$ cat src/hw/rtl/vn_pkg.sv
package vn_pkg;

    localparam int COMP_WIDTH = 16;
    localparam int THR_W      = 33;
    localparam int OUT_W      = 16;
    localparam int M_W        = 15;
    localparam int SQ_W       = 2 * COMP_WIDTH - 1;
    localparam int SUM_W      = 2 * COMP_WIDTH + 1;
    localparam int TGT_W      = 2 * COMP_WIDTH + 29;
    localparam int WIDE_W     = 2 * COMP_WIDTH + 34;
    localparam int CMP_W      = (SUM_W > THR_W) ? SUM_W : THR_W;
    localparam int N_LANES    = 4;
    localparam int B_SH       = M_W + 1;
    localparam int D_SH       = 2 * M_W;
    localparam int TGT_SH     = 30;

    localparam logic [THR_W-1:0] THR_RESET = THR_W'(17);
    localparam logic [M_W-1:0]   ONE_Q14   = M_W'(16384);

    typedef struct packed {
        logic [COMP_WIDTH-1:0] mag;
        logic                  neg;
        logic [SQ_W-1:0]       sq;
    } t_sq;

    typedef struct packed {
        logic                     neg;
        logic [TGT_W-1:0]         tgt;
        logic signed [WIDE_W-1:0] acc;
        logic signed [WIDE_W-1:0] bs;
        logic [M_W-1:0]           m;
    } t_lane;

    typedef struct packed {
        t_lane [N_LANES-1:0]      lane;
        logic                     too_short;
        logic signed [WIDE_W-1:0] d2;
        logic [M_W-1:0]           bitv;
    } t_item;

endpackage

$ cat src/hw/rtl/vn_cell.sv
module vn_cell (
    input  logic          i_clk,
    input  logic          i_rst_n,
    input  logic          i_valid,
    output logic          o_ready,
    input  vn_pkg::t_item i_item,
    output logic          o_valid,
    input  logic          i_ready,
    output vn_pkg::t_item o_item
);

    // one result bit per cell, all four lanes side by side
    logic                             r_v;
    vn_pkg::t_item                    r_item;
    vn_pkg::t_item                    n_item;
    logic signed [vn_pkg::WIDE_W-1:0] w_cand [vn_pkg::N_LANES];
    logic signed [vn_pkg::WIDE_W-1:0] w_tgt  [vn_pkg::N_LANES];
    logic                             w_take [vn_pkg::N_LANES];

    assign o_ready = ~r_v | i_ready;
    assign o_valid = r_v;
    assign o_item  = r_item;

    always_comb begin
        n_item = i_item;
        for (int k = 0; k < vn_pkg::N_LANES; k++) begin
            w_cand[k] = i_item.lane[k].acc + i_item.lane[k].bs + i_item.d2;
            w_tgt[k]  = vn_pkg::WIDE_W'(i_item.lane[k].tgt);
            w_take[k] = ~i_item.too_short && (w_cand[k] <= w_tgt[k]);
            if (w_take[k]) begin
                n_item.lane[k].acc = w_cand[k];
                n_item.lane[k].bs  = (i_item.lane[k].bs + (i_item.d2 <<< 1)) >>> 1;
                n_item.lane[k].m   = i_item.lane[k].m | i_item.bitv;
            end else begin
                n_item.lane[k].bs  = i_item.lane[k].bs >>> 1;
            end
        end
        n_item.d2   = i_item.d2 >>> 2;
        n_item.bitv = i_item.bitv >> 1;
    end

    always_ff @(posedge i_clk) begin
        if (!i_rst_n) begin
            r_v <= 1'b0;
        end else if (o_ready) begin
            r_v <= i_valid;
        end
    end

    always_ff @(posedge i_clk) begin
        if (o_ready && i_valid) begin
            r_item <= n_item;
        end
    end

endmodule

$ cat config.mk
export PLATFORM = sky130hd
export DESIGN_NAME = vn_cell
export DESIGN_NICKNAME = d
export VERILOG_FILES = /design/src/hw/rtl/vn_pkg.sv /design/src/hw/rtl/vn_cell.sv
export SDC_FILE = /design/constraint.sdc
export NUM_CORES = 2
export LEC_CHECK = 0
export BUFFER_PORTS_ARGS = -buffer_cell sky130_fd_sc_hd__buf_2
export CORE_AREA = 2 2 707 709
export CTS_CLUSTER_DIAMETER = 60
export DETAILED_ROUTE_END_ITERATION = 8
export DIE_AREA = 0 0 709 711
export GPL_TIMING_DRIVEN = 0
export SYNTH_ARGS = -nofsm -noshare
export SYNTH_HDL_FRONTEND = slang
export SYNTH_SLANG_ARGS = --single-unit
$ cat constraint.sdc
create_clock -name i_clk -period 34.1 [get_ports i_clk]
set_input_delay 0 -clock i_clk [delete_from_list [all_inputs] [get_ports i_clk]]
set_output_delay 0 -clock i_clk [all_outputs]
set_load 0.005 [all_outputs]
# Yosys cells after proc, flatten, opt, wreduce, memory -nomap -nowiden
# Cells that the tools add are included.
[classes] addsub=12 muxes=12 n_reduce_logical=5 order_cmp=4 bitwise=7
[ops] operator="66-bit adder" n=12
[ops] operator="66-bit two-way mux" n=8
[ops] operator="66-bit by 62-bit less-or-equal comparator with 1-bit output" n=4
[ops] operator="15-bit two-way mux" n=4
[ops] operator="15-bit OR" n=4
[ops] operator="1-bit logical AND" n=5
[ops] operator="1-bit inverter" n=2
[ops] operator="1-bit OR" n=1
[word_totals] inputBits=922 elab_cells=64 out_inout_bits=920 register_bits=916

# Depth between registers and ports, before layout
[logic_depth] ltp_word=5 depth_mapped=27 mapped_depth_nobuf=25

# Worst setup path before layout
# Ideal clock, no wire load.
[synth_timing] kind="register to register" startpoint="reg r_v, in the netlist o_valid" endpoint="reg r_item, in the netlist o_item[0] (enable)" required_time_ns=32.697 t_arrival_ns=20.959 path_buffers=0 path_slack_ns=11.738 path_stages_with_launch=3 setup_ns=1.403 period_less_slack_ns=22.362 cell_sequence="dfxtp_1 nand2b_1 and2_1"
[synth_via] elab_chain_cells=3
[synth_lines] item="start, declared" line_no="vn_cell.sv:13" source="logic r_v;"
[synth_lines] item="start signal, assigned" line_no="vn_cell.sv:46" source="r_v <= i_valid;"
[synth_lines] item="1-bit inverter" line_no="vn_cell.sv:20" source="assign o_ready = ~r_v | i_ready;"
[synth_lines] item="1-bit OR" line_no="vn_cell.sv:20"
[synth_lines] item="net o_ready" line_no="vn_cell.sv:5" source="output logic o_ready,"
[synth_lines] item="1-bit logical AND" line_no="vn_cell.sv:51" source="if (o_ready && i_valid) begin"
[synth_lines] item="end signal, assigned" line_no="vn_cell.sv:52" source="r_item <= n_item;"
[synth_lines] item="end, declared" line_no="vn_cell.sv:14" source="vn_pkg::t_item r_item;"
# The timed path passes the listed nets, and every way through them passes these cells.
# A chain may end at the register's enable or synchronous reset.

==> metrics.txt <==
drt drc=0; Post-Syn Instances=7286; fin cells=17.78k; crit path max fanout=11; post-synth top area share=0.3610; RSZ-0062 raised after global routing=false; Peak Freq=80.32 MHz; CP required=roughly 35 ns; routed wl met2=279700 um; slowest CP cell=a2111oi_0; Detailed Route Iter0 Violations=~7.5k; Post-Syn Nets=~9.2k; CTS tree=built; fraction of layout cells with a size suffix above 1=0.2413; first-pass iteration count of the detailed router=7; Routed WL=between 600000 and 700000 um; skew final=0.07249 ns; # IOs=approximately 1.8k; Die X-Extent=709 um; Worst-Skew Late Latency=slightly above 0.9 ns; CP most frequent cell=buf_2; Post-Synth XOR/XNOR Area=0.05572; leading area contributor after synthesis=edfxtp_1; Power Density=56.47 nW/um^2; simple logic cell fraction of the synthesized area=0.1036; FP Rows=around 260; clock sinks=slightly above 900; slew margin rel.=-0.02401; clock root buffer=clkbuf_16; Via density=approximately 4.5; gpl congestion=1.028; Final Max Slew Viols=7; worst hold path type=input pin to flip-flop; Initial Utilization=0.1527; ys async rst share=0; crit path time final=12.45 ns; Worst Setup Start Kind=input pin; Port Buf Inserts=between 1.5k and 2k; Finished Cell Area=116000 um^2; H-tree depth=4; Final Setup Violations=0; maximum capacitance violations=1; top cells by area, synth=edfxtp_1 (36%), ha_1 (12%), fa_1 (7.1%); failing checks=capacitance limit, slew limit; Tot Pwr=~6.5 mW; Post-Synthesis Cell Area=between 70000 and 80000 um^2; Synth Area in Compound Gates=0.1795; Post-DRT Antenna Nets=0; Top FF cell, synth=edfxtp_1; worst slew pin tran=roughly 1.5 ns; fill count=between 50k and 60k; Post-Syn Area per Cell=roughly 10 um^2; clock-pin slew on the worst setup and hold paths=roughly 0.06 ns; met3 routed WL=57590 um; adder-cell share of the synthesized area=0.1957; die height=711 um; YS warnings=0; largest net degree at the start of global routing=between 70 and 80; vias in the first global route=just under 80k; Top Metal Used=met5; crit-path max cell delay=around 1.1 ns; commonest non-fill, non-tap cells in the layout=buf_2 (1886), dlygate4sd3_1 (1535), edfxtp_1 (911), ha_1 (756), a21oi_1 (649); multiplexer share of the synthesized area=0.06813; Die ar.=around 500000 um^2; Reg2Reg Setup Slack=approximately 31 ns; #FFs+latches synth=around 910; Data arrival, critical path=13.06 ns; Nets=roughly 13k; critical path type=input pin to flip-flop; outcome=finished, violations left; gr ovfl total=0; Routed WL per cell=approximately 35 um; Synth cell types=94; placed cell area=between 90000 and 100000 um^2; final cycle utilization of the critical path=0.3651; Detail Placement HPWL=roughly 530000 um; first-pass GRT wire length=~790000 um; CTS Buf Count=approximately 190; sequential-to-total area share from yosys stat=0.3613; largest family of logic cells by synthesized area=adder cells; gr usage total=0.2370; initial antenna violation count=approximately 250; Core ar.=about 500000 um^2; CTS max path bufs=4; area delta synth->final=53.06%; M1 WL=about 220000 um; crit end category=flip-flop; number of synthesized flops with an enable pin=around 910; commonest non-fill, non-tap cell in the layout=buf_2; P_leak=approximately 48 nW; count of final hold-check violations=0; Max VDD drop=around 0.041 mV; Post-Place Cells=approximately 16k; via count=between 80k and 90k
registers in the layout, summed over array words and instances (netlist names):
register,cells
o_valid,1
o_item,911
synthesized netlist by cell type (all sizes together) (21+ instances only):
library cell	instances
inv	423
nor2	317
nor2b	68
nand4	160
a21o	331
clkbuf	185
nor3	97
nor4	25
and3	59
a31oi	65
a211oi	66
o21a	74
nand2b	61
o21ai	459
o21bai	112
fa	268
a21boi	26
buf	69
ha	756
edfxtp	911
nand2	499
xnor2	293
a221oi	24
o211ai	58
a211o	25
and2	51
and4	29
or3	25
nand3	130
o31ai	37
a21oi	650
or2	21
xor2	189
mux2	446
power by group:
part / leakage [nW] / total (mW) / switching (mW) / internal [mW]
clock network: 3.05 / 1.92 / 0.786 / 1.14
logic: 36.3 / 3.12 / 2.00 / 1.12
registers: 8.81 / 1.50 / 0.0489 / 1.46
worst paths after layout:
kind,start,to,depth (start not counted)
worst min-delay path,i_item[479],o_item[479]$_DFFE_PP_,2
worst min register to register,o_valid$_SDFFE_PN0N_,o_item[863]$_DFFE_PP_,3
worst max-delay path,i_item[48],o_item[501]$_DFFE_PP_,27
worst max register to register,o_valid$_SDFFE_PN0N_,o_item[90]$_DFFE_PP_,8
cell type report:
class,count,area [um^2],share of cell area
Tap cell,6655,8327,0.07180
Clock inverter,136,1578,0.01360
Inverter,424,1592,0.01372
Timing Repair Buffer,3410,25280,0.2180
Clock buffer,201,4711,0.04062
Sequential cell,912,27380,0.2361
Antenna cell,89,222.7,0.001920
Multi-Input combinational cell,5696,45750,0.3945
Buffer,254,1140,0.009828
critical path, delay by kind of cell:
kind                       cells  cell delay [ns]
buffers and inverters          8             4.44
and+or+nand+nor                8             3.82
xor gates and xnor gates       1             0.65
adders and majority gates      3             1.12
AOI/OAI and AO/OA              7             2.77
metal layers:
layer  global-route usage  up-vias
met5                    0        -
met4               0.1909      152
met3              0.07575     1391
met2               0.3817     4435
met1               0.2553    39374
li1                     -    34755
stage by stage:
step,setup WS (ns),TNS [ns],hold slack (ns),util
2_1_floorplan,11.74,0,0.09887,-
3_3_place_gp,-2.974,-2205.76,0.1773,0.1881
3_5_place_dp,21.48,0,0.1789,0.1896
4_1_cts,21.62,0,0.00007327,0.2332
5_1_grt,21.73,0,0.01756,0.2335
6_report,21.65,0,0.05825,0.2338
cells by family (layout without fill, tap and decap cells):
group | count (synthesis) | in the layout
fa+ha+maj | 1024 | 1024
flops | 912 | 912
mux | 460 | 460
buf+inv | 678 | 4425
simple gates | 1598 | 1598
xor+xnor | 482 | 482
other cells | 1 | 90
compound gates | 2131 | 2131
what timing repair did:
item                      in CTS  in global routing
setup buffers                  0                  0
resized for setup              0                  0
hold buffers                1533                  3
hold endpoints to repair    1019                  3
(Power assumes the default switching activity.)
