`src/hw/rtl/vn_pkg.sv`:
```
package vn_pkg;

    localparam int COMP_WIDTH = 16;
    localparam int THR_W      = 33;
    localparam int OUT_W      = 16;
    localparam int M_W        = 15;
    localparam int SQ_W       = 2 * COMP_WIDTH - 1;
    localparam int SUM_W      = 2 * COMP_WIDTH + 1;
    localparam int TGT_W      = 2 * COMP_WIDTH + 29;
    localparam int WIDE_W     = 2 * COMP_WIDTH + 34;
    localparam int CMP_W      = (SUM_W > THR_W) ? SUM_W : THR_W;
    localparam int N_LANES    = 4;
    localparam int B_SH       = M_W + 1;
    localparam int D_SH       = 2 * M_W;
    localparam int TGT_SH     = 30;

    localparam logic [THR_W-1:0] THR_RESET = THR_W'(17);
    localparam logic [M_W-1:0]   ONE_Q14   = M_W'(16384);

    typedef struct packed {
        logic [COMP_WIDTH-1:0] mag;
        logic                  neg;
        logic [SQ_W-1:0]       sq;
    } t_sq;

    typedef struct packed {
        logic                     neg;
        logic [TGT_W-1:0]         tgt;
        logic signed [WIDE_W-1:0] acc;
        logic signed [WIDE_W-1:0] bs;
        logic [M_W-1:0]           m;
    } t_lane;

    typedef struct packed {
        t_lane [N_LANES-1:0]      lane;
        logic                     too_short;
        logic signed [WIDE_W-1:0] d2;
        logic [M_W-1:0]           bitv;
    } t_item;

endpackage

```
`src/hw/rtl/vn_in_if.sv`:
```
interface vn_in_if;
    logic                                 valid;
    logic                                 ready;
    logic signed [vn_pkg::COMP_WIDTH-1:0] comp_x;
    logic signed [vn_pkg::COMP_WIDTH-1:0] comp_y;
    logic signed [vn_pkg::COMP_WIDTH-1:0] comp_z;
    logic signed [vn_pkg::COMP_WIDTH-1:0] comp_w;

    modport source (output valid, comp_x, comp_y, comp_z, comp_w, input ready);
    modport sink (input valid, comp_x, comp_y, comp_z, comp_w, output ready);
endinterface

```
`src/hw/rtl/vn_front.sv`:
```
module vn_front (
    input  logic                     i_clk,
    input  logic                     i_rst_n,
    vn_in_if.sink                    i_vec,
    input  logic [vn_pkg::THR_W-1:0] i_thr,
    output logic                     o_valid,
    input  logic                     i_ready,
    output vn_pkg::t_item            o_item
);

    logic                               r_v1;
    logic                               r_v2;
    vn_pkg::t_sq [vn_pkg::N_LANES-1:0]  r_sq;
    vn_pkg::t_sq [vn_pkg::N_LANES-1:0]  n_sq;
    vn_pkg::t_item                      r_item;
    vn_pkg::t_item                      n_item;
    logic [vn_pkg::COMP_WIDTH-1:0]      w_raw [vn_pkg::N_LANES];
    logic [vn_pkg::SUM_W-1:0]           w_sum;
    logic [vn_pkg::CMP_W-1:0]           w_sum_x;
    logic [vn_pkg::CMP_W-1:0]           w_thr_x;
    logic signed [vn_pkg::WIDE_W-1:0]   w_s;
    logic                               w_s1_ready;
    logic                               w_s2_ready;

    assign w_s2_ready  = ~r_v2 | i_ready;
    assign w_s1_ready  = ~r_v1 | w_s2_ready;
    assign i_vec.ready = w_s1_ready;
    assign o_valid     = r_v2;
    assign o_item      = r_item;

    assign w_raw[0] = i_vec.comp_x;
    assign w_raw[1] = i_vec.comp_y;
    assign w_raw[2] = i_vec.comp_z;
    assign w_raw[3] = i_vec.comp_w;

    always_comb begin
        for (int k = 0; k < vn_pkg::N_LANES; k++) begin
            n_sq[k].neg = w_raw[k][vn_pkg::COMP_WIDTH-1];
            n_sq[k].mag = n_sq[k].neg ? (~w_raw[k] + 1'b1) : w_raw[k];
            n_sq[k].sq  = vn_pkg::SQ_W'({{vn_pkg::COMP_WIDTH{1'b0}}, n_sq[k].mag}
                          * {{vn_pkg::COMP_WIDTH{1'b0}}, n_sq[k].mag});
        end
    end

    always_comb begin
        w_sum = '0;
        for (int k = 0; k < vn_pkg::N_LANES; k++) begin
            w_sum = w_sum + vn_pkg::SUM_W'(r_sq[k].sq);
        end
        w_sum_x = vn_pkg::CMP_W'(w_sum);
        w_thr_x = vn_pkg::CMP_W'(i_thr);
        w_s     = vn_pkg::WIDE_W'(w_sum);

        n_item.too_short = (w_sum == '0) || (w_sum_x < w_thr_x);
        n_item.d2        = w_s <<< vn_pkg::D_SH;
        n_item.bitv      = {1'b1, {(vn_pkg::M_W-1){1'b0}}};
        for (int k = 0; k < vn_pkg::N_LANES; k++) begin
            n_item.lane[k].neg = r_sq[k].neg;
            n_item.lane[k].tgt = vn_pkg::TGT_W'(r_sq[k].sq) << vn_pkg::TGT_SH;
            n_item.lane[k].acc = w_s;
            n_item.lane[k].bs  = -(w_s <<< vn_pkg::B_SH);
            n_item.lane[k].m   = '0;
        end
    end

    always_ff @(posedge i_clk) begin
        if (!i_rst_n) begin
            r_v1 <= 1'b0;
            r_v2 <= 1'b0;
        end else begin
            if (w_s1_ready) begin
                r_v1 <= i_vec.valid;
            end
            if (w_s2_ready) begin
                r_v2 <= r_v1;
            end
        end
    end

    always_ff @(posedge i_clk) begin
        if (w_s1_ready && i_vec.valid) begin
            r_sq <= n_sq;
        end
        if (w_s2_ready && r_v1) begin
            r_item <= n_item;
        end
    end

endmodule

```
`src/flat_wrapper.sv`:
```
// flat-port wrapper written by rule: the top's interface ports become plain ports
module vn_front_flat 
  (i_clk, i_rst_n, i_thr, o_valid, i_ready, o_item, i_vec_valid, i_vec_comp_x, i_vec_comp_y, i_vec_comp_z, i_vec_comp_w, i_vec_ready);
  vn_in_if i_vec_i ();
  input  logic i_clk;
  input  logic i_rst_n;
  input  logic [vn_pkg::THR_W-1:0] i_thr;
  output logic o_valid;
  input  logic i_ready;
  output vn_pkg::t_item o_item;
  input wire logic [$bits(i_vec_i.valid)-1:0] i_vec_valid;
  input wire logic [$bits(i_vec_i.comp_x)-1:0] i_vec_comp_x;
  input wire logic [$bits(i_vec_i.comp_y)-1:0] i_vec_comp_y;
  input wire logic [$bits(i_vec_i.comp_z)-1:0] i_vec_comp_z;
  input wire logic [$bits(i_vec_i.comp_w)-1:0] i_vec_comp_w;
  output wire logic [$bits(i_vec_i.ready)-1:0] i_vec_ready;
  assign i_vec_i.valid = i_vec_valid;
  assign i_vec_i.comp_x = i_vec_comp_x;
  assign i_vec_i.comp_y = i_vec_comp_y;
  assign i_vec_i.comp_z = i_vec_comp_z;
  assign i_vec_i.comp_w = i_vec_comp_w;
  assign i_vec_ready = i_vec_i.ready;
  vn_front u_core (.i_clk(i_clk), .i_rst_n(i_rst_n), .i_vec(i_vec_i), .i_thr(i_thr), .o_valid(o_valid), .i_ready(i_ready), .o_item(o_item));
endmodule
```
`config.mk`:
```
export PLATFORM = sky130hd
export DESIGN_NAME = vn_front_flat
export DESIGN_NICKNAME = d
export VERILOG_FILES = /design/src/hw/rtl/vn_pkg.sv /design/src/hw/rtl/vn_in_if.sv /design/src/hw/rtl/vn_front.sv /design/src/flat_wrapper.sv
export SDC_FILE = /design/constraint.sdc
export NUM_CORES = 2
export LEC_CHECK = 0
export ABC_AREA = 1
export BUFFER_PORTS_ARGS = -buffer_cell sky130_fd_sc_hd__buf_2
export CAP_MARGIN = 20
export CORE_ASPECT_RATIO = 1.5
export CORE_MARGIN = 3
export CORE_UTILIZATION = 26
export DETAILED_ROUTE_END_ITERATION = 8
export HOLD_SLACK_MARGIN = 0.08
export PLACE_DENSITY = 0.47
export SYNTH_ARGS = -nofsm -noshare
export SYNTH_HDL_FRONTEND = slang
export SYNTH_SLANG_ARGS = --single-unit
export TNS_END_PERCENT = 100
```
`constraint.sdc`:
```
create_clock -name i_clk -period 18.6 [get_ports i_clk]
set_clock_uncertainty 0.2 [all_clocks]
set_input_delay 3.72 -clock i_clk [delete_from_list [all_inputs] [get_ports i_clk]]
set_output_delay 3.72 -clock i_clk [all_outputs]
set_load 0.05 [all_outputs]
```
After elaboration in Yosys (flattened, before gate mapping)
Index checks and enable logic that the tools add are counted.
W data, S select, Z words.
Cells by class
  $add $sub $neg: 8
  multipliers: 4
  order comparisons: 1
  mux-type cells: 4
  bitwise operators: 8
  reductions and logical operators: 4
Operators with widths (number)
  $mul A16 B16 Y31: 4
  $add A33 B31 Y33: 2
  $neg A49 Y66: 1
  $add A16 B1 Y16 const B: 4
  $mux W16: 4
  $not A16 Y16: 4
  $logic_not A33 Y1: 1
  $lt A33 B33 Y1: 1
  $add A31 B31 Y32: 1
  $logic_and A1 B1 Y1: 2
  $not A1 Y1: 2
  $or A1 B1 Y1: 2
  $logic_or A1 B1 Y1: 1
Storage, ports and cells
  register bits after elaboration: 358
  output and inout port bits: 920
  logic and storage cells: 50

Longest topological paths before layout
  depth in word-level cells: 5
  depth in mapped cells: 39
  mapped depth without buffers: 39

Least setup slack after synthesis
Ideal clock, no wire load.
  path type: input to register
  start: input port i_ready
  end: register u_core.r_item, in the netlist u_core.o_item[113], enable pin
  data arrival time: 13681 ps
  required time: 17558 ps
  setup slack: 3877 ps
  stages: 2
  path buffers: 0
  cell sequence: inv_1 a21oi_1
On the way
  cells in the longest elaborated chain, start to end: 2
RTL lines
  from (decl): line flat_wrapper.sv:9  | input logic i_ready;
  $or A1 B1 Y1: line vn_front.sv:25  | assign w_s2_ready = ~r_v2 | i_ready;
  $logic_and A1 B1 Y1: line vn_front.sv:84  | if (w_s2_ready && r_v1) begin
  to (signal assigned): line vn_front.sv:85  | r_item <= n_item;
  to (decl): line vn_front.sv:15  | vn_pkg::t_item r_item;
Every way passes these cells.
A chain may end at the register's enable or synchronous reset.

==> metrics.txt <==
Worst Setup SP i_vec_comp_x[0]; delay of the slowest critical-path stage slightly above 0.8 ns; mux cell area share after synthesis 0; total negative slack 0 ns; core area 0.1942 mm2; fraction of layout cells with a size suffix above 1 0.1265; EDFF count, synth 331; vias in the first global route 39.15k; Yosys cell types 56; Yosys warning total 0; number of max-cap violations 0; ANT nets after route 0; largest family of logic cells by synthesized area adder cells; Req. time, crit path 18.74 ns; placed cells 8651; Mapped Area 0.05083 mm2; via count 37.16k; XOR/XNOR share of the synthesized area 0.03766; cells after synthesis 5738; Clock transition at path regs 0.06 ns; cts hold-fix bufs 0; Top Family by Delay on Critical Path adder cells; CP Buf/Inv Count 9; fin crit period approximately 12 ns; post-synthesis compound-gate area fraction 0.04685; WL final 199800 um; Final Setup Violations 0; die height 547.5 um; die area between 0.2 and 0.25 mm2; Clock Tree Buf Depth 3; Max Clk Rate 85.59 MHz; Rel. slew slack 0.2881; top cells by area, synth fa_1 (27%), edfxtp_1 (20%), ha_1 (12%), buf_4 (11%), inv_1 (9.8%); Num CTS Buffers 43; status finished, final reports clean; I/O pin total 1021; Synth Register Bits between 300 and 400; setup bufs post-CTS 0; # DRC 0; Routed WL per cell 22.85 um; top cell type's share of synthesized area 0.2706; RSZ-0062 raised after global routing no; worst setup path class input port to register; largest net degree at the start of global routing 67; initial antenna violation count 35; Max Slew Vio Count 0; hold crit path type register to register; Finished Layout Cells 8744; # rows 198; clock latency on the worst-skew pair 0.66 ns; post-CTS sizing 0; GRT Resource Usage Total 0.1955; crit path capture type register; gp weighted congestion 0.9464; 1st-pass router iterations 5; clk sink count 333; register area share after synthesis 0.1963; hold path start u_core.n_item[917]$_DFFE_PP_; Post-Synth Adder-Cell Area 0.3865; CTS H-tree depth 2; Max FO, Critical Path 19; asr flop ratio synth 0; DR vias/cell approximately 4.2; GRT overflow 0; Post-Synth Simple-Gate Area 0.1233; clock root buffer clkbuf_16; Die W 367.0 um; dominant cell type by area after synthesis fa_1; IO Port Bufs 592; first-pass GRT wire length 279200 um; fin nets 7356; Worst-Margin Slew 1.053 ns; hpwl dp 174900 um; DR iter-0 viols approximately 1.8k; final hold vios 0; Setup crit start kind input port; CP arrival 11.82 ns; layout overhead on the synthesized area 8.079%; initial core utilization 0.2617; Slowest cell on crit path xor2_1; CTS tree done; R2R Path Start u_core.n_item[477]$_DFFE_PP_; Avg Cell Area, Syn roughly 9 um2; Top FF cell, synth edfxtp_1; fin crit share 0.6281
==> sequential cells by signal (all words and copies together) (netlist names) <==
register	cells
u_core.r_v1	1
u_core.o_valid	1
u_core.o_item	207
u_core.n_item	124
==> final timing paths <==
kind / to / slack (ns) / depth (start not counted)
worst max-delay path: u_core.n_item[284]$_DFFE_PP_ / 6.92 / 29
worst min-delay path: u_core.o_item[917]$_DFFE_PP_ / 0.23 / 0
worst max register to register: u_core.o_item[142]$_DFFE_PP_ / 11.34 / 26
worst min register to register: u_core.o_item[917]$_DFFE_PP_ / 0.23 / 0
==> cells in the mapped netlist (4+ instances only) <==
library cell  count
nor2_4            7
ha_1            471
xnor2_1          71
o21a_1           18
xor2_1          142
or2_2            15
o21ai_0         122
o21ai_1           8
fa_1            687
buf_2             5
nor3_2            4
nor3_1           47
clkinv_1         14
nand4_1          45
nand3_1         102
edfxtp_1        331
o21bai_1         16
a21boi_0          5
nor2_1          453
nor4_1           15
clkbuf_1         48
inv_2            19
inv_1          1323
a21oi_1         215
buf_4           711
nand3b_1         15
nand2_2          24
nand2_1         726
o211ai_1         11
a31oi_1          11
nor2_2            7
a21o_1            7
==> through the flow <==
stage,util,hold slack [ns],worst slack (ns),cell area [um2]
after floorplan,-,0.2003,3.877,52590
after global placement,0.2749,0.2103,6.382,53400
after detailed placement,0.2749,0.2077,6.313,53400
after CTS,0.2826,0.2358,6.972,54900
after global routing,0.2827,0.2403,6.278,54910
final,0.2828,0.2285,6.917,54930
==> placed cells by master (no fill, tap or decap), types with 24 or more instances in the layout <==
cell type / count
inv_1: 1322
nand2_1: 726
fa_1: 687
buf_2: 592
conb_1: 472
ha_1: 471
nor2_1: 453
edfxtp_1: 331
a21oi_1: 214
xor2_1: 141
o21ai_0: 122
nand3_1: 102
xnor2_1: 71
nor3_1: 47
nand4_1: 45
clkbuf_16: 43
nand2_2: 24
==> final cells by class <==
| type | instances | area [um2] |
|---|---|---|
| inverters | 1356 | 5095 |
| well taps | 2600 | 3253 |
| repair buffers | 608 | 3083 |
| fillers | 20942 | 139300 |
| diodes | 12 | 30.03 |
| flip-flops and latches | 333 | 9980 |
| clock buffers | 47 | 1091 |
| clock inverters | 33 | 404.1 |
| multi-input cells | 3755 | 32000 |
==> cells by family (layout without fill, tap and decap cells) <==
| logic type | count (synthesis) | count (layout) |
|---|---|---|
| AOI/OAI and AO/OA | 431 | 431 |
| xor gates and xnor gates | 216 | 216 |
| adders and majority gates | 1158 | 1158 |
| buffers and inverters | 2120 | 2044 |
| DFF | 333 | 333 |
| other | 2 | 484 |
| and+or+nand+nor | 1478 | 1478 |
==> metal layers <==
metal,part of all wire,GRT usage
met1,0.38,0.2217
met2,0.50,0.3474
met3,0.066,0.03755
met4,0.061,0.1012
met5,0.00028,0
Power is left out: the tool's default activity adds up to more than one toggle a clock period on the data nets, which glitch-free logic cannot reach.
