<file path="src/hw/rtl/vn_pkg.sv">
package vn_pkg;

    localparam int COMP_WIDTH = 16;
    localparam int THR_W      = 33;
    localparam int OUT_W      = 16;
    localparam int M_W        = 15;
    localparam int SQ_W       = 2 * COMP_WIDTH - 1;
    localparam int SUM_W      = 2 * COMP_WIDTH + 1;
    localparam int TGT_W      = 2 * COMP_WIDTH + 29;
    localparam int WIDE_W     = 2 * COMP_WIDTH + 34;
    localparam int CMP_W      = (SUM_W > THR_W) ? SUM_W : THR_W;
    localparam int N_LANES    = 4;
    localparam int B_SH       = M_W + 1;
    localparam int D_SH       = 2 * M_W;
    localparam int TGT_SH     = 30;

    localparam logic [THR_W-1:0] THR_RESET = THR_W'(17);
    localparam logic [M_W-1:0]   ONE_Q14   = M_W'(16384);

    typedef struct packed {
        logic [COMP_WIDTH-1:0] mag;
        logic                  neg;
        logic [SQ_W-1:0]       sq;
    } t_sq;

    typedef struct packed {
        logic                     neg;
        logic [TGT_W-1:0]         tgt;
        logic signed [WIDE_W-1:0] acc;
        logic signed [WIDE_W-1:0] bs;
        logic [M_W-1:0]           m;
    } t_lane;

    typedef struct packed {
        t_lane [N_LANES-1:0]      lane;
        logic                     too_short;
        logic signed [WIDE_W-1:0] d2;
        logic [M_W-1:0]           bitv;
    } t_item;

endpackage

</file>
<file path="src/hw/rtl/vn_out_if.sv">
interface vn_out_if;
    logic                            valid;
    logic                            ready;
    logic signed [vn_pkg::OUT_W-1:0] unit_x;
    logic signed [vn_pkg::OUT_W-1:0] unit_y;
    logic signed [vn_pkg::OUT_W-1:0] unit_z;
    logic signed [vn_pkg::OUT_W-1:0] unit_w;
    logic                            too_short;

    modport source (output valid, unit_x, unit_y, unit_z, unit_w, too_short, input ready);
    modport sink (input valid, unit_x, unit_y, unit_z, unit_w, too_short, output ready);
endinterface

</file>
<file path="src/hw/rtl/vn_back.sv">
module vn_back (
    input  logic          i_clk,
    input  logic          i_rst_n,
    input  logic          i_valid,
    output logic          o_ready,
    input  vn_pkg::t_item i_item,
    vn_out_if.source      o_unit
);

    logic                           r_v;
    logic [vn_pkg::OUT_W-1:0]       r_u [vn_pkg::N_LANES];
    logic [vn_pkg::OUT_W-1:0]       n_u [vn_pkg::N_LANES];
    logic                           r_short;
    logic [vn_pkg::M_W-1:0]         w_m [vn_pkg::N_LANES];

    assign o_ready          = ~r_v | o_unit.ready;
    assign o_unit.valid     = r_v;
    assign o_unit.unit_x    = r_u[0];
    assign o_unit.unit_y    = r_u[1];
    assign o_unit.unit_z    = r_u[2];
    assign o_unit.unit_w    = r_u[3];
    assign o_unit.too_short = r_short;

    always_comb begin
        for (int k = 0; k < vn_pkg::N_LANES; k++) begin
            w_m[k] = (i_item.lane[k].m > vn_pkg::ONE_Q14) ? vn_pkg::ONE_Q14
                                                         : i_item.lane[k].m;
            n_u[k] = i_item.lane[k].neg ? -vn_pkg::OUT_W'(w_m[k]) : vn_pkg::OUT_W'(w_m[k]);
        end
    end

    always_ff @(posedge i_clk) begin
        if (!i_rst_n) begin
            r_v <= 1'b0;
        end else if (o_ready) begin
            r_v <= i_valid;
        end
    end

    always_ff @(posedge i_clk) begin
        if (o_ready && i_valid) begin
            r_u     <= n_u;
            r_short <= i_item.too_short;
        end
    end

endmodule

</file>
<file path="src/flat_wrapper.sv">
// flat-port wrapper written by rule: the top's interface ports become plain ports
module vn_back_flat 
  (i_clk, i_rst_n, i_valid, o_ready, i_item, o_unit_valid, o_unit_unit_x, o_unit_unit_y, o_unit_unit_z, o_unit_unit_w, o_unit_too_short, o_unit_ready);
  vn_out_if o_unit_i ();
  input  logic i_clk;
  input  logic i_rst_n;
  input  logic i_valid;
  output logic o_ready;
  input  vn_pkg::t_item i_item;
  output wire logic [$bits(o_unit_i.valid)-1:0] o_unit_valid;
  output wire logic [$bits(o_unit_i.unit_x)-1:0] o_unit_unit_x;
  output wire logic [$bits(o_unit_i.unit_y)-1:0] o_unit_unit_y;
  output wire logic [$bits(o_unit_i.unit_z)-1:0] o_unit_unit_z;
  output wire logic [$bits(o_unit_i.unit_w)-1:0] o_unit_unit_w;
  output wire logic [$bits(o_unit_i.too_short)-1:0] o_unit_too_short;
  input wire logic [$bits(o_unit_i.ready)-1:0] o_unit_ready;
  assign o_unit_valid = o_unit_i.valid;
  assign o_unit_unit_x = o_unit_i.unit_x;
  assign o_unit_unit_y = o_unit_i.unit_y;
  assign o_unit_unit_z = o_unit_i.unit_z;
  assign o_unit_unit_w = o_unit_i.unit_w;
  assign o_unit_too_short = o_unit_i.too_short;
  assign o_unit_i.ready = o_unit_ready;
  vn_back u_core (.i_clk(i_clk), .i_rst_n(i_rst_n), .i_valid(i_valid), .o_ready(o_ready), .i_item(i_item), .o_unit(o_unit_i));
endmodule
</file>
<file path="config.mk">
export PLATFORM = sky130hd
export DESIGN_NAME = vn_back_flat
export DESIGN_NICKNAME = d
export VERILOG_FILES = /design/src/hw/rtl/vn_pkg.sv /design/src/hw/rtl/vn_out_if.sv /design/src/hw/rtl/vn_back.sv /design/src/flat_wrapper.sv
export SDC_FILE = /design/constraint.sdc
export NUM_CORES = 1
export LEC_CHECK = 0
export ABC_AREA = 1
export BUFFER_PORTS_ARGS = -buffer_cell sky130_fd_sc_hd__buf_2
export CORE_AREA = 2 2 380 382
export DETAILED_ROUTE_END_ITERATION = 16
export DIE_AREA = 0 0 382 384
export PLACE_DENSITY = 0.32
export REMOVE_ABC_BUFFERS = 1
export SETUP_SLACK_MARGIN = 0.1
export SLEW_MARGIN = 40
export SYNTH_ARGS = -nofsm -noshare
export SYNTH_HDL_FRONTEND = slang
export SYNTH_SLANG_ARGS = --single-unit
</file>
<file path="constraint.sdc">
create_clock -name i_clk -period 10.09 [get_ports i_clk]
set_input_delay 0.5045 -clock i_clk [delete_from_list [all_inputs] [get_ports i_clk]]
set_output_delay 0.5045 -clock i_clk [all_outputs]
set_load 0.005 [all_outputs]
</file>
### Word level (Yosys, flattened, before mapping)

Index checks and enable logic that the tools add are counted.
Widths: inputs -> output; s select.

| storage, ports and cells | value |
|---|---|
| register bits | 66 |
| latch bits | 0 |
| bits in writable memories | 0 |
| bits in read-only memories | 0 |
| input port bits | 922 |
| output and inout bits | 67 |
| word-level logic and storage cells | 29 |
| memories kept | 0 |

| operators by class | value |
|---|---|
| add/sub/neg operators | 4 |
| $mul | 0 |
| divide/modulo/power cells | 0 |
| order comparisons | 4 |
| eq/ne operators | 0 |
| shifts and indexed selects | 0 |
| mux-type cells | 8 |
| bitwise logic cells | 2 |
| reductions and logical operators | 1 |

Operators by type and width:

| operator | count |
|---|---|
| $mux 15 | 8 |
| $neg 15->16 | 4 |
| $gt 15x15->1 const B | 4 |
| $logic_and 1x1->1 | 1 |
| $not 1->1 | 1 |
| $or 1x1->1 | 1 |

### Logic depth before layout (Yosys ltp)

| depth | value |
|---|---|
| depth after elaboration | 4 |
| mapped depth | 14 |
| mapped depth without buffers | 13 |

### Least setup slack after synthesis

OpenSTA, ideal clock, no wires.

| timing | value |
|---|---|
| kind | input to register |
| from | input port i_valid |
| to | register u_core.r_short (netlist: u_core.o_unit.too_short), enable pin |
| setup time | 0.509 ns |
| arrival | 3.698 ns |
| data required time | 9.581 ns |
| slack | 5.883 ns |
| stages | 2 |
| buffers on the path | 0 |
| cell sequence | inv_1 a21oi_1 |

| between the ends | value |
|---|---|
| cells in the longest elaborated chain, start to end | 1 |

Ends and longest elaborated chain:

| item | line | RTL |
|---|---|---|
| start, declared | flat_wrapper.sv:7 | `input logic i_valid;` |
| $logic_and 1x1->1 | vn_back.sv:41 | `if (o_ready && i_valid) begin` |
| end signal, assigned | vn_back.sv:43 | `r_short <= i_item.too_short;` |
| end, declared | vn_back.sv:13 | `logic r_short;` |

No other way between the ends.
A chain may end at the register's enable or synchronous reset.

==> impl_metrics.py <==
metrics = {
    "outcome": {
        "outcome": "complete, no violations",
    },
    "pwr": {
        "leakagePower_nw": 2.50,
        "combPwrFrac_pct": 19.4,
        "p_int_mw": 0.557,
        "p_sw_mw": 0.269,
        "p_per_area_nw_per_um2": 110,
        "netSwitchingFraction_pct": 32.6,
        "seqPwrFrac_pct": 40.9,
        "clkPwrFrac_pct": 39.7,
        "vdd_ir_drop_max_uv": 86.3,
    },
    "sta": {
        "timing_hold_violations_final": 0,
        "timing.hold.ws_ns": 0.312,
        "skew_ns": 0.0134,
        "tns_ns": 0,
        "timing.fmax_ghz": 0.426,
        "setup_ws_ns": 7.74,
        "setup_viol": 0,
        "slew_headroom_pct": 56.3,
        "rsz0062_at_grt": "no",
        "final_max_slew_viol_count": 0,
        "fin_crit_sh_pct": 23.2,
        "worst_pin_slew_ns": 0.647,
        "min_period_ns": 2.35,
    },
    "min_path": {
        "hold-path-endpoint": "u_core.o_unit.too_short$_DFFE_PP_",
        "holdPathStages": 1,
        "worstHoldStart": "i_item[81]",
        "hp-class": "in -> reg",
    },
    "logic_synthesis": {
        "ys_seq_area_share_pct": 46.7,
        "synthCells": 516,
        "yosysWarningCount": 0,
        "syn_area_per_cell_um2": 8.18,
        "synth.cell_area_um2": 4220,
        "synth-seq-cells": 66,
        "ys_types": 36,
    },
    "final_layout": {
        "nets": 1576,
        "most-common-layout-cells": "nand2_1, buf_2, edfxtp_1, inv_1, nor2_1",
        "syn2layout_area_growth_pct": 77.2,
        "fillers": 16905,
        "layout_commonest_cell": "nand2_1",
        "multi_input_area_um2": 1950,
        "layout.area.seq_um2": 1970,
        "drive_gt1_share_pct": 27.9,
        "finalNonFillerCells": 2561,
    },
    "worst_setup_path": {
        "crit_top_cell": "nand2_1",
        "crit_path_top_delay_cell": "xor2_2",
        "cp-startpoint": "i_item[82]",
        "worstReg2RegEnd": "u_core.o_unit.unit_w[12]$_DFFE_PP_",
        "r2r_setup_slack_ns": 8.20,
        "reg2reg_from": "u_core.o_unit.valid$_SDFFE_PN0N_",
        "path_class": "in -> reg",
        "start_kind": "input pin",
        "arrival_ns": 2.46,
        "required_ns": 10.20,
        "worstRegToRegCells": 3,
        "worst-path-max-fanout": 21,
        "cp_num_buf_inv": 1,
        "cp-end-kind": "flop",
        "cpLargestDelayFamily": "simple AND/OR/NAND/NOR gates",
        "cp.depth": 11,
        "cp_cell_sequence": "buf_2, nor2_1, nand2_1, nor2_1, nand2_1, nand2_2, nand2_1, ha_1, nand2_1, nand2_1, xor2_2",
        "slowest_delay_ns": 0.44,
    },
    "clock_tree": {
        "cts_sinks": 66,
        "cts.repair.resized": 0,
        "h-tree-depth": 3,
        "cts_setup_buffers": 0,
        "clk_path_buf_depth": 2,
        "cts_buffers": 9,
        "clk_pin_slew_ns": 0.07,
        "root_buffer": "clkbuf_16",
        "hold_buffers": 0,
        "clk_latency_ns": 0.36,
        "cts_tree": "done",
    },
    "global_routing": {
        "grt_max_degree": 34,
        "grt_pass1_vias": 3933,
        "overflow": 0,
        "antenna_found_initial": 13,
        "grt_pass1_wl_mm": 25.1,
        "grt_usage_pct": 2.36,
    },
    "route": {
        "wire_per_inst_um": 6.67,
        "num_vias": 3880,
        "viasPerCell": 1.52,
        "drc": 0,
        "drt_iter0_drc": 149,
        "routed_wl_mm": 17.1,
        "dr.pass1.iters": 5,
        "ant_nets": 0,
    },
    "floorplan": {
        "dieArea_um2": 147000,
        "die_w_um": 382,
        "ioPinCount": 989,
        "fp.dieH_um": 384,
        "start_util_pct": 2.96,
        "fp.coreArea_um2": 143000,
        "num_rows": 139,
    },
    "placed_design": {
        "dpl.cell_count": 2542,
        "gp_congestion": 0.763,
        "dp_hpwl_mm": 13.5,
        "port_buffers": 135,
        "dp_slack_ns": 7.13,
    },
    "run": {
        "drv_cap": 0,
    },
}
## layout make-up
class | instances | area share (%)
tap | 1903 | 31.8
sequential | 66 | 26.4
multi-input combinational | 380 | 26.1
timing repair buffer | 137 | 9.23
clock buffer | 10 | 3.06
inverter | 56 | 2.81
clock inverter | 6 | 0.552
antenna | 3 | 0.100
## cell usage after synthesis
cell	count	area share, %
a21boi_0	1	0.18
a21oi_1	1	0.12
buf_2	3	0.36
buf_6	8	2.1
clkbuf_1	3	0.27
clkinv_1	2	0.18
dfxtp_1	1	0.47
edfxtp_1	65	46
ha_1	4	1.2
inv_1	49	4.4
inv_2	5	0.44
mux2i_1	1	0.24
nand2_1	180	16
nand2_2	10	1.5
nand2_4	1	0.27
nand3_1	32	3.8
nand3_2	1	0.24
nand3b_1	7	1.2
nand4_1	11	1.6
nor2_1	47	4.2
nor2_2	3	0.44
nor3_1	3	0.36
nor4_1	1	0.15
o211ai_1	1	0.18
o211ai_2	1	0.30
o21ai_0	12	1.4
o21ai_1	13	1.5
o21ai_2	5	1.0
o311ai_4	1	0.62
o31ai_1	5	0.89
o41ai_1	6	1.2
o41ai_2	1	0.39
or2_0	1	0.15
or2_1	2	0.30
xnor2_1	13	2.7
xor2_1	16	3.3
## flip-flops by register name (all words and copies together), names as in the netlist
register	count
u_core.o_unit.too_short	1
u_core.o_unit.unit_w	16
u_core.o_unit.unit_x	16
u_core.o_unit.unit_y	16
u_core.o_unit.unit_z	16
u_core.o_unit.valid	1
## cells by family (layout without fill, tap and decap cells)
| kind of cell | count (synthesis) | after routing | share of synthesized area, % |
|---|---|---|---|
| AO/OA/AOI/OAI | 47 | 47 | 7.91 |
| adder cells (fa/ha/maj) | 4 | 4 | 1.19 |
| other | 0 | 3 | 0 |
| flip-flops | 66 | 66 | 46.7 |
| AND/OR/NAND/NOR | 299 | 299 | 30.2 |
| XOR/XNOR | 29 | 29 | 6.01 |
| multiplexers | 1 | 1 | 0.237 |
| buffers and inverters | 70 | 209 | 7.73 |
## how the worst max path moves through the flow
stage / endpoint / slack [ns]
2_1_floorplan: u_core.o_unit.too_short$_DFFE_PP_ / 5.88
3_3_place_gp: u_core.o_unit.unit_x[4]$_DFFE_PP_ / 6.72
3_5_place_dp: u_core.o_unit.unit_x[4]$_DFFE_PP_ / 7.13
4_1_cts: u_core.o_unit.unit_x[4]$_DFFE_PP_ / 7.55
5_1_grt: u_core.o_unit.unit_x[4]$_DFFE_PP_ / 7.39
6_report: u_core.o_unit.unit_x[4]$_DFFE_PP_ / 7.74
## worst reg2reg max path, stage by stage, from the launching register on
cell and delay, ns:
dfxtp_1 0.35, a21oi_4 0.14, buf_4 0.40, buf_4 0.55
## stage by stage
| stage | power [mW] | cell area, um^2 | util, % |
|---|---|---|---|
| 2_1_floorplan | 0.425 | 4110 | - |
| 3_3_place_gp | 0.512 | 7190 | 5.04 |
| 3_5_place_dp | 0.510 | 7200 | 5.05 |
| 4_1_cts | 0.862 | 7470 | 5.23 |
| 5_1_grt | 0.885 | 7480 | 5.24 |
| 6_report | 0.826 | 7480 | 5.24 |
## power by group through the flow
| stage | clock network [mW] | registers (mW) | logic, mW |
|---|---|---|---|
| 2_1_floorplan | 0 | 0.349 | 0.0758 |
| 3_3_place_gp | 0 | 0.344 | 0.168 |
| 3_5_place_dp | 0 | 0.344 | 0.166 |
| 4_1_cts | 0.357 | 0.339 | 0.166 |
| 5_1_grt | 0.359 | 0.341 | 0.184 |
| 6_report | 0.328 | 0.338 | 0.160 |
## metal layers
layer  routed length (um)  share of wire [%]  vias up  global-route usage [%]
met2                 6870                 40      133                    3.29
met5                   66               0.39        -                       0
met3                 2280                 13       24                    1.68
met4                  295                1.7       14                   0.919
met1                 7560                 44     1732                    2.76
li1                     -                  -     1977                       -
No activity file was read; power rests on OpenSTA's default activity.
